### src/sv/block_wall_texel_generator_macros.svh
// ----------------------------------------------------------------------------
// Block wall texel generator assertion macros
// Shared concurrent assertion forms, clocked on i_clk, off while i_rst_n is low.
// ----------------------------------------------------------------------------
`ifndef BLOCK_WALL_TEXEL_GENERATOR_MACROS_SVH
`define BLOCK_WALL_TEXEL_GENERATOR_MACROS_SVH

// same-cycle implication
`define BWTG_ASSERT_IMPL(label, ante, cons) \
    label: assert property (@(posedge i_clk) disable iff (!i_rst_n) \
        (ante) |-> (cons)) else $error("bwtg assertion failed");

// next-cycle implication
`define BWTG_ASSERT_NEXT(label, ante, cons) \
    label: assert property (@(posedge i_clk) disable iff (!i_rst_n) \
        (ante) |=> (cons)) else $error("bwtg assertion failed");

`endif

### src/sv/bwtg_div.sv
// ----------------------------------------------------------------------------
// bwtg_div
// Pipelined restoring divider, STEPS quotient bits per stage, with a sidecar.
// ----------------------------------------------------------------------------
module bwtg_div #(
    parameter int NUM_W  = 12,
    parameter int DEN_W  = 10,
    parameter int SIDE_W = 1,
    parameter int STEPS  = 4
) (
    input  logic              i_clk,
    input  logic              i_rst_n,
    input  logic              i_en,
    input  logic              i_vld,
    input  logic [NUM_W-1:0]  i_num,
    input  logic [DEN_W-1:0]  i_den,
    input  logic [SIDE_W-1:0] i_side,
    output logic              o_vld,
    output logic [NUM_W-1:0]  o_quo,
    output logic [DEN_W-1:0]  o_rem,
    output logic [SIDE_W-1:0] o_side
);

    localparam int NSTG  = (NUM_W + STEPS - 1) / STEPS;
    localparam int PAD_W = NSTG * STEPS;
    localparam int WK_W  = DEN_W + PAD_W;

    // work word: remainder above, dividend bits shifting out / quotient in below
    logic [WK_W-1:0]   r_work [NSTG];
    logic [WK_W-1:0]   n_work [NSTG];
    logic [SIDE_W-1:0] r_side [NSTG];
    logic [SIDE_W-1:0] n_side [NSTG];
    logic [NSTG-1:0]   r_vld;

    always_comb begin
        logic [WK_W-1:0]  src;
        logic [DEN_W-1:0] rem;
        logic [PAD_W-1:0] num;
        logic [DEN_W:0]   trial;
        for (int s = 0; s < NSTG; s++) begin
            if (s == 0) begin
                src       = WK_W'(i_num);
                n_side[s] = i_side;
            end else begin
                src       = r_work[s-1];
                n_side[s] = r_side[s-1];
            end
            rem = src[WK_W-1:PAD_W];
            num = src[PAD_W-1:0];
            for (int k = 0; k < STEPS; k++) begin
                trial = {rem, num[PAD_W-1]};
                if (trial >= {1'b0, i_den}) begin
                    trial = trial - {1'b0, i_den};
                    num   = {num[PAD_W-2:0], 1'b1};
                end else begin
                    num   = {num[PAD_W-2:0], 1'b0};
                end
                rem = trial[DEN_W-1:0];
            end
            n_work[s] = {rem, num};
        end
    end

    always_ff @(posedge i_clk) begin
        if (!i_rst_n) begin
            r_vld <= '0;
        end else if (i_en) begin
            r_vld <= NSTG'({r_vld, i_vld});
        end
    end

    always_ff @(posedge i_clk) begin
        if (i_en) begin
            for (int s = 0; s < NSTG; s++) begin
                r_work[s] <= n_work[s];
                r_side[s] <= n_side[s];
            end
        end
    end

    assign o_vld  = r_vld[NSTG-1];
    assign o_quo  = r_work[NSTG-1][NUM_W-1:0];
    assign o_rem  = r_work[NSTG-1][WK_W-1:PAD_W];
    assign o_side = r_side[NSTG-1];

endmodule
### config.mk
export PLATFORM = sky130hd
export DESIGN_NAME = bwtg_div
export DESIGN_NICKNAME = d
export VERILOG_FILES = /design/src/sv/block_wall_texel_generator_macros.svh /design/src/sv/bwtg_div.sv
export SDC_FILE = /design/constraint.sdc
export NUM_CORES = 1
export LEC_CHECK = 0
export BUFFER_PORTS_ARGS = -buffer_cell sky130_fd_sc_hd__buf_4
export CELL_PAD_IN_SITES_DETAIL_PLACEMENT = 1
export CELL_PAD_IN_SITES_GLOBAL_PLACEMENT = 1
export CORE_AREA = 3 3 135 137
export DETAILED_ROUTE_END_ITERATION = 12
export DIE_AREA = 0 0 138 140
export GPL_TIMING_DRIVEN = 0
export PLACE_DENSITY = 0.92
export SLEW_MARGIN = 20
export SYNTH_ARGS = -nofsm -noshare
export SYNTH_HDL_FRONTEND = slang
export SYNTH_SLANG_ARGS = --single-unit
### constraint.sdc
create_clock -name i_clk -period 12 [get_ports i_clk]
set_clock_uncertainty 0.05 [all_clocks]
set_input_delay 1.8 -clock i_clk [delete_from_list [all_inputs] [get_ports i_clk]]
set_output_delay 1.8 -clock i_clk [all_outputs]
set_load 0.02 [all_outputs]
# == After elaboration in Yosys (flattened, before gate mapping) ==
# Memory sizes are Yosys's and may differ from the RTL's.
# Cells that the tools add are included.
# classes
mux,26
n_lt_le_gt_ge,12
addsub,12
# op_table
op,n
$ge A11 B10 Y1,11
$mux W10,12
$sub A10 B10 Y10,11
$mux W1,14
$ge A1 B10 Y1,1
$sub A1 B10 Y10,1
# totals
input_bits,27
wordCells,53
register_bits,3
output_inout_bits,24
ramBits,69
mem_count,2
# mem_list
memory,words,word_bits,read_ports,rd_ports_with_merged_regs,write_ports,line_no,source
r_work,3,22,3,0,3,bwtg_div.sv:29,logic [WK_W-1:0] r_work [NSTG];
r_side,3,1,3,0,3,bwtg_div.sv:31,logic [SIDE_W-1:0] r_side [NSTG];

# == Logic depth before layout (Yosys ltp) ==
# Gate-level depths: netlist (run 1).
# depth
depth_word,8
ltp_mapped,44
ltp_nobuf,41

# == Worst setup path before layout (run 1) ==
# Ideal clock, no wire load.
# synth_timing
kind,input-to-reg
from,input i_den[1]
to,"memory r_work[0][58] in the netlist's numbering, data pin"
path_stages,39
arrival_ps,10323
setup_slack_ps,1366
setup_ps,260
t_required_ps,11690
n_path_buf,3
cell_sequence,inv_1 -> ha_1 -> nor2b_1 -> o31a_2 -> o21a_1 -> o31a_1 -> and3b_2 -> buf_2 -> mux2_2 -> ha_1 -> nand2_1 -> o21ai_0 -> nand4_1 -> a21oi_1 -> nor2_2 -> buf_2 -> o21ai_0 -> ha_1 -> [... 3 more ...] -> a21oi_1 -> a41o_1 -> or3_2 -> a21oi_2 -> mux2_2 -> inv_1 -> ha_1 -> nor2b_1 -> o211ai_1 -> a31o_2 -> a21boi_0 -> or3_1 -> a21o_1 -> o21ai_0 -> nand2b_1 -> a211oi_4 -> buf_6 -> mux2_4
# synth_lines
item,line_no,source
start: declaration,bwtg_div.sv:16,"input logic [DEN_W-1:0] i_den,"
end: declaration,bwtg_div.sv:29,

==> results of run 1 <==
## cells in the mapped netlist (all sizes together), types with 3 or more instances
| library cell | n |
|---|---|
| ha | 112 |
| a21oi | 80 |
| edfxtp | 69 |
| mux2 | 65 |
| inv | 62 |
| o21ai | 59 |
| nor2 | 50 |
| xnor2 | 50 |
| nand2 | 47 |
| buf | 29 |
| a21o | 27 |
| nor2b | 24 |
| xor2 | 20 |
| nand4 | 19 |
| nand2b | 16 |
| mux2i | 14 |
| nand3 | 12 |
| nor3 | 12 |
| o21a | 12 |
| fa | 11 |
| or2 | 10 |
| a211oi | 8 |
| o31ai | 8 |
| and2 | 7 |
| o211ai | 6 |
| o21bai | 5 |
| o22ai | 5 |
| or3 | 5 |
| a21boi | 4 |
| and3 | 4 |
| nor4 | 4 |
| o31a | 4 |
| a22oi | 3 |
| clkbuf | 3 |
| dfxtp | 3 |
| o2111a | 3 |
| or4 | 3 |
## cell type report
class,instances,area (um2)
fillers,1969,7661
inverters,62,244.0
repair buffers,59,467.9
flip-flops and latches,72,2132
clock inverters,6,90.09
multi-input cells,727,5847
plain buffers,32,224.0
well taps,225,281.5
clock buffers,10,229.0
## timing repair
action | in CTS | in global routing
setup buffers | 1 | 8
endpoints found under the setup margin | 18 | 28
gates resized for setup | 3 | 18
pin swaps | 0 | 0
hold buffers | 0 | 0
## routing by layer
layer	track usage, %	up-vias	wire (um)
met3	3.209	103	1327
met1	31.44	3765	11550
met2	47.05	293	13980
li1	-	3425	-
met5	0	-	0
met4	14.61	0	1448
## per-stage QoR
step | instances | util, % | TNS, ns
floorplan | 893 | - | 0
global placement | 1168 | 52.75 | -2.085
detailed placement | 1168 | 52.75 | -10.56
CTS | 1185 | 54.71 | 0
global route | 1193 | 55.40 | -2.839
finish | 1193 | 55.40 | 0
## cells by family (layout without fill, tap and decap cells)
group,after synthesis,in the layout,synth area share [%]
simple gates,217,217,13.36
mux,79,79,11.05
flops,72,72,25.37
xor+xnor,70,70,7.296
compound gates,238,238,18.24
buf+inv,94,169,5.390
fa+ha+maj,123,123,19.30
## sequential cells by signal, summed over array words and instances (netlist names)
| register | flops |
|---|---|
| r_work | 66 |
| r_vld | 3 |
| r_side | 3 |
## worst max path at each step
stage	end	depth (start not counted)	from	slack, ns
floorplan	r_work[0][58]	39	i_den[1]	1.37
global placement	r_work[0][62]	44	i_den[1]	-0.27
detailed placement	r_work[0][59]	44	i_den[1]	-0.78
CTS	r_work[0][59]	43	i_den[2]	0.03
global route	r_work[0][59]	44	i_den[1]	-0.30
finish	r_work[0][59]	44	i_den[1]	0.06
==> impl_metrics.yaml, run 1 <==
cells_and_area:
  syn_to_final_growth_pct: 13.24
  layout_commonest_cell: "ha_1"
  post_route_cells_drive_above_1_share_pct: 20.97
  layout_common_cells: "ha_1, buf_4, a21oi_1, edfxtp_1, inv_1"
  antenna_cells: 0
  fin_area_um2: 9515
  final_nets: 1113
routing:
  drt_iter0_drc: 598
  vias_per_cell: 6.359
  drc_errors: 0
  drt-total-wl_um: 28300
  drtPass1Iterations: 6
  vias: 7586
  wl_per_cell_um: 23.72
  ant_nets: 0
setup_path:
  cpMaxStageDelayCell: "or3_2"
  arrival_ns: 12.01
  r2r-start: "r_work[0][34]"
  path_common_cell: "ha_1"
  crit_fanout: 10
  path_buf_inv: 7
  cp_slowest_stage_delay_ns: 0.51
  critPathLaunchType: "input port"
  r2r_slack_ns: 1.52
  crit_path_end_kind: "register"
  rr_worst_depth: 42
  r2r_end: "r_work[0][59]"
  crit_required_ns: 12.07
  crit_family: "compound AO/OA/AOI/OAI gates"
  critPathKind: "in2reg"
worst_hold_path:
  hold_class: "reg2reg"
  min_to: "r_work[0][48]"
  hold_start: "r_work[0][22]"
  whs_path_depth: 0
timing:
  layout_min_cycle_time_ns: 11.94
  fmax_mhz: 83.72
  whs_ns: 0.3709
  slew_viol_final: 0
  finalCritPeriodShare_pct: 99.53
  tightest_slew_ns: 1.008
  setup_ws_ns: 0.05608
  hold_viol: 0
  relSlewSlack_pct: 32.81
  finalSetupViolations: 0
clock_tree:
  insertion_delay_ns: 0.37
  clock-sinks: 72
  cts.path.max_buffers: 2
  cts_tree: "built"
  clk_pin_slew_ns: 0.07
  cts_buffers: 9
  htree_levels: 3
  root_buffer: "clkbuf_16"
run_status:
  outcome: "completed"
placement:
  portBuffers: 50
  dp_worst_setup_slack_ns: -0.7846
  gp_congestion: 0.8969
  hpwlAfterDp_um: 18470
  dpl-instance-area_um2: 9060
run:
  cap_violations: 0
die:
  die_w_um: 138
  start_util_pct: 48.92
  io_pins: 51
  num_rows: 48
  core_um2: 17180
  dieArea_um2: 19320
  die_h_um: 140
synthesis:
  synth_top_area_share_pct: 24.66
  synthTopCellsByArea: "edfxtp_1, ha_1, mux2_2"
  synth_top_area_cell: "edfxtp_1"
  synthCells: 893
  avgSynthCellArea_um2: 9.410
  synth_flop_cell: "edfxtp_1"
  synth-edff-count: 69
  synthesis.nets: 1043
  ys_seq_area_share_pct: 25.37
  syn-cell-area_um2: 8403
  yosys_warnings: 0
  synthArstFlopShare_pct: 0
  ys_ff_latch: 72
  ys_types: 69
global_routing:
  grt_max_degree: 73
  grt_usage_pct: 26.60
  grt_pass1_vias: 8010
  overflow: 0
  grt_antenna_before_repair: 0
  grt_first_pass_wirelength_um: 41570
Power of run 1 is left out: the tool's default activity adds up to more than one toggle a clock period on the data nets, which glitch-free logic cannot reach.
==> run 2: changes to the inputs <==
REMOVE_ABC_BUFFERS = 1   (was unset)
==> run 2 against run 1 <==
Against the previous run:
- cell count decreased by 2.5%
- register-to-register slack gained 0.51 ns
- cell area is 2.8% lower
- utilization down 1.6 points
- non-clock buffer count shrank 30
- critical path depth is 4 lower
- die area unchanged
- worst setup slack better by 0.45 ns
- clock-buffer cell count up 1
- sequential cell count stayed put
- routed wire length decreased by 11%
- first-iteration DRC count shrank 33%
- largest cell class unchanged
==> impl_metrics.yaml, run 2 (synthesis gave the netlist of run 1 again) <==
cells_and_area:
  largestRegisters: "r_work (66), r_side (3), r_vld (3)"
  layout_commonest_cell: "ha_1"
  post_route_cells_drive_above_1_share_pct: 18.02
  top_register: "r_work"
  layout_common_cells: "ha_1, a21oi_1, edfxtp_1, buf_4, inv_1"
  antenna_cells: 0
  largest_reg_flops: 66
  final_nets: 1083
  syn_to_final_growth_pct: 10.02
  fin_cells: 1163
  fin_area_um2: 9245
routing:
  vias_per_cell: 6.236
  wl_per_cell_um: 21.63
  drt_iter0_drc: 403
  drc_errors: 0
  ant_nets: 0
  vias: 7253
  drtPass1Iterations: 5
  drt-total-wl_um: 25160
global_routing:
  overflow: 0
  grt_first_pass_wirelength_um: 40390
  grt_max_degree: 73
  grt_antenna_before_repair: 0
  grt_usage_pct: 25.62
  grt_pass1_vias: 7910
timing:
  tightest_slew_ns: 1.024
  layout_min_cycle_time_ns: 11.49
  whs_ns: 0.3677
  slew_viol_final: 0
  relSlewSlack_pct: 31.75
  fmax_mhz: 87.00
  finalSetupViolations: 0
  hold_viol: 0
  setup_ws_ns: 0.5054
  finalCritPeriodShare_pct: 95.79
setup_path:
  crit_path_end_kind: "register"
  crit_required_ns: 12.05
  cpMaxStageDelayCell: "or3_2"
  cp_slowest_stage_delay_ns: 0.47
  critPathKind: "in2reg"
  arrival_ns: 11.54
  r2r-start: "r_work[0][34]"
  crit_fanout: 15
  crit_family: "compound AO/OA/AOI/OAI gates"
  crit_start: "i_den[1]"
  path_buf_inv: 5
  critPathLaunchType: "input port"
placement:
  portBuffers: 50
  dp_worst_setup_slack_ns: -0.6203
  hpwlAfterDp_um: 17920
  placed_cells: 1136
  dpl-instance-area_um2: 8840
  gp_congestion: 0.8980
clock_tree:
  clk_pin_slew_ns: 0.06
  cts.path.max_buffers: 2
  htree_levels: 3
  postCtsHoldBufs: 0
  root_buffer: "clkbuf_16"
  cts_tree: "built"
  insertion_delay_ns: 0.35
  clock-sinks: 72
  cts_buffers: 9
worst_hold_path:
  hold_start: "r_work[0][24]"
  hold_class: "reg2reg"
die:
  io_pins: 51
  start_util_pct: 48.92
  core_um2: 17180
  die_w_um: 138
  num_rows: 48
  die_h_um: 140
  dieArea_um2: 19320
run:
  cap_violations: 0
run_status:
  outcome: "completed"
run 2: cell types whose count changed in the layout (fill, tap and decap cells not counted), sizes merged:
cell / previous run / this run
buf: 88 / 61
clkbuf: 13 / 11
bufinv: 2 / 1
clkinv: 1 / 2
inv: 61 / 60
run 2: worst reg2reg max path, delay by kind of cell (launching register included):
family          cells  cell delay [ns]
compound gates     16             3.50
fa+ha+maj           4             1.22
buf+inv             3             0.39
flops               1             0.44
mux                 3             1.18
simple gates       12             2.93
run 2: path summary, 6_finish.rpt:
kind	endpoint	slack (ns)	cells after the start
worst max-delay path	r_work[0][58]	0.51	40
worst min-delay path	r_work[0][50]	0.37	0
worst max register to register	r_work[0][58]	2.03	38
worst min register to register	r_work[0][50]	0.37	0
run 2: stage by stage:
| step | TNS (ns) | utilization, % |
|---|---|---|
| final | 0 | 53.82 |
| after global routing | -0.06878 | 53.82 |
| after CTS | 0 | 53.45 |
| after detailed placement | -5.786 | 51.46 |
| after global placement | -4.039 | 51.46 |
| after floorplan | 0 | - |
run 2: layout make-up:
type,instances,area (um2)
inverters,62,244.0
multi-input cells,727,5823
flip-flops and latches,72,2132
repair buffers,61,457.9
fillers,2008,7931
clock inverters,5,63.81
well taps,225,281.5
clock buffers,11,242.7
run 2: per-layer routing:
metal	global-route usage, %	share of wire [%]	up-vias
met2	44.94	50	228
met4	13.94	4.9	0
met3	4.199	4.5	93
met1	29.94	41	3561
li1	-	-	3371
met5	0	0	-
run 2: repair_timing:
item,in CTS,in global routing
pin swaps,1,0
buffers inserted,4,7
gates resized for setup,1,5
endpoints found under the setup margin,11,33
Power of run 2 is left out for the same reason.
==> run 3: changes to the inputs <==
==> constraint.sdc (replaced) <==
create_clock -name i_clk -period 12 [get_ports i_clk]
set_clock_uncertainty 0.05 [all_clocks]
set_input_delay 0.6 -clock i_clk [delete_from_list [all_inputs] [get_ports i_clk]]
set_output_delay 0.6 -clock i_clk [all_outputs]
set_load 0.02 [all_outputs]
==> run 3 against run 2 <==
Against the previous run:
- cell count is 0.95% lower
- non-clock buffer count is 11 lower
- worst setup slack better by 0.35 ns
- clock-buffer cell count stayed put
- critical path depth is 1 lower
- maximum frequency is 3.1% higher
- cell area is 1.1% lower
- sequential share of layout area is 0.25 points higher
- global-route usage is 0.22 points lower
- via count is 1.3% lower
- register-to-register slack worse by 0.34 ns
==> impl_metrics.yaml, run 3 (synthesis gave the netlist of run 1 again) <==
run_status:
  outcome: "completed"
global_routing:
  grt_antenna_before_repair: 0
  grt_max_degree: 73
  grt_usage_pct: 25.40
  grt_first_pass_wirelength_um: 40100
  overflow: 0
  grt_pass1_vias: 7890
timing:
  finalCritPeriodShare_pct: 92.88
  layout_min_cycle_time_ns: 11.15
  hold_viol: 0
  tightest_slew_ns: 1.044
  finalSetupViolations: 0
  slew_viol_final: 0
  relSlewSlack_pct: 30.34
  rsz0062_at_grt: "no"
  whs_ns: 0.3677
  fmax_mhz: 89.72
  tns_ns: 0
cells_and_area:
  antenna_cells: 0
  largest_reg_flops: 66
  final_nets: 1072
  multi_input_area_um2: 5818
  post_route_cells_drive_above_1_share_pct: 16.72
  layout_commonest_cell: "ha_1"
  fin_cells: 1152
  top_register: "r_work"
  regArea_um2: 2132
  largestRegisters: "r_work (66), r_side (3), r_vld (3)"
  layout_common_cells: "ha_1, a21oi_1, edfxtp_1, inv_1, o21ai_0"
  syn_to_final_growth_pct: 8.845
  fillers: 2004
placement:
  placed_cells: 1136
  gp_congestion: 0.8980
  portBuffers: 50
  hpwlAfterDp_um: 17920
die:
  num_rows: 48
  die_w_um: 138
  io_pins: 51
  start_util_pct: 48.92
  dieArea_um2: 19320
  core_um2: 17180
  die_h_um: 140
setup_path:
  crit_fanout: 18
  r2r_end: "r_work[0][65]"
  crit_required_ns: 12.05
  cp_slowest_stage_delay_ns: 0.77
  critPathLaunchType: "input port"
  rr_worst_depth: 37
  crit_start: "i_den[1]"
  arrival_ns: 11.20
  critPathKind: "in2reg"
  r2r_slack_ns: 1.69
  endpoint: "r_work[0][65]"
  cpMaxStageDelayCell: "inv_1"
  r2r-start: "r_work[0][34]"
  crit_path_end_kind: "register"
routing:
  drtPass1Iterations: 5
  drt_iter0_drc: 417
  vias: 7157
  drc_errors: 0
  ant_nets: 0
  wl_per_cell_um: 21.17
  vias_per_cell: 6.213
  drt-total-wl_um: 24390
clock_tree:
  clk_pin_slew_ns: 0.06
  clock-sinks: 72
  cts_buffers: 9
  insertion_delay_ns: 0.35
  cts_tree: "built"
  htree_levels: 3
  cts.path.max_buffers: 2
  postCtsHoldBufs: 0
  root_buffer: "clkbuf_16"
  post_cts_buffers: 0
  cts_resized: 0
run:
  cap_violations: 0
worst_hold_path:
  hold_class: "reg2reg"
==> run 3: changes by cell type in the layout (fill, tap and decap cells not counted) <==
| cell | delta |
|---|---|
| clkinvlp_4 | -3 |
| nor2_4 | -1 |
| inv_1 | +3 |
| o21ai_1 | -2 |
| o21ai_0 | +2 |
| nor2_2 | +1 |
| buf_4 | -11 |
==> run 3: per-layer routing <==
layer	track usage, %	wire, um	up-vias
li1	-	-	3348
met4	14.51	1259	0
met3	4.165	1010	93
met1	29.64	10070	3513
met5	0	0	-
met2	44.27	12050	203
==> run 3: worst min-delay path by stage <==
stage	cells after the start	from	slack, ns	endpoint
final	0	r_work[0][24]	0.37	r_work[0][50]
after global routing	1	i_num[6]	0.36	r_work[0][10]
after CTS	1	i_num[6]	0.36	r_work[0][10]
after detailed placement	0	r_work[0][5]	0.36	r_work[0][31]
after global placement	0	r_work[0][25]	0.35	r_work[0][51]
after floorplan	0	r_side[0][0]	0.35	r_side[0][1]
==> run 3: cell type report <==
cell class / instances / share of cell area, %
multi-input combinational: 727 / 63.61
timing repair buffer: 50 / 4.104
tap: 225 / 3.078
clock buffer: 11 / 2.654
clock inverter: 5 / 0.6977
sequential: 72 / 23.31
inverter: 62 / 2.544
==> run 3: worst max-delay path: cells and delay by family <==
kind            cells  cell delay, ns
compound gates     16            3.83
simple gates       12            3.07
mux                 3            1.28
fa+ha+maj           4            1.28
buf+inv             4            1.10
==> run 3: per-stage QoR <==
step	cell area, um2	utilization, %	worst slack [ns]
floorplan	8183	-	2.265
global placement	8840	51.46	0.7306
detailed placement	8840	51.46	0.5797
CTS	9146	53.25	0.8746
global route	9146	53.25	0.1573
finish	9146	53.25	0.8538
Power of run 3 is left out for the same reason.
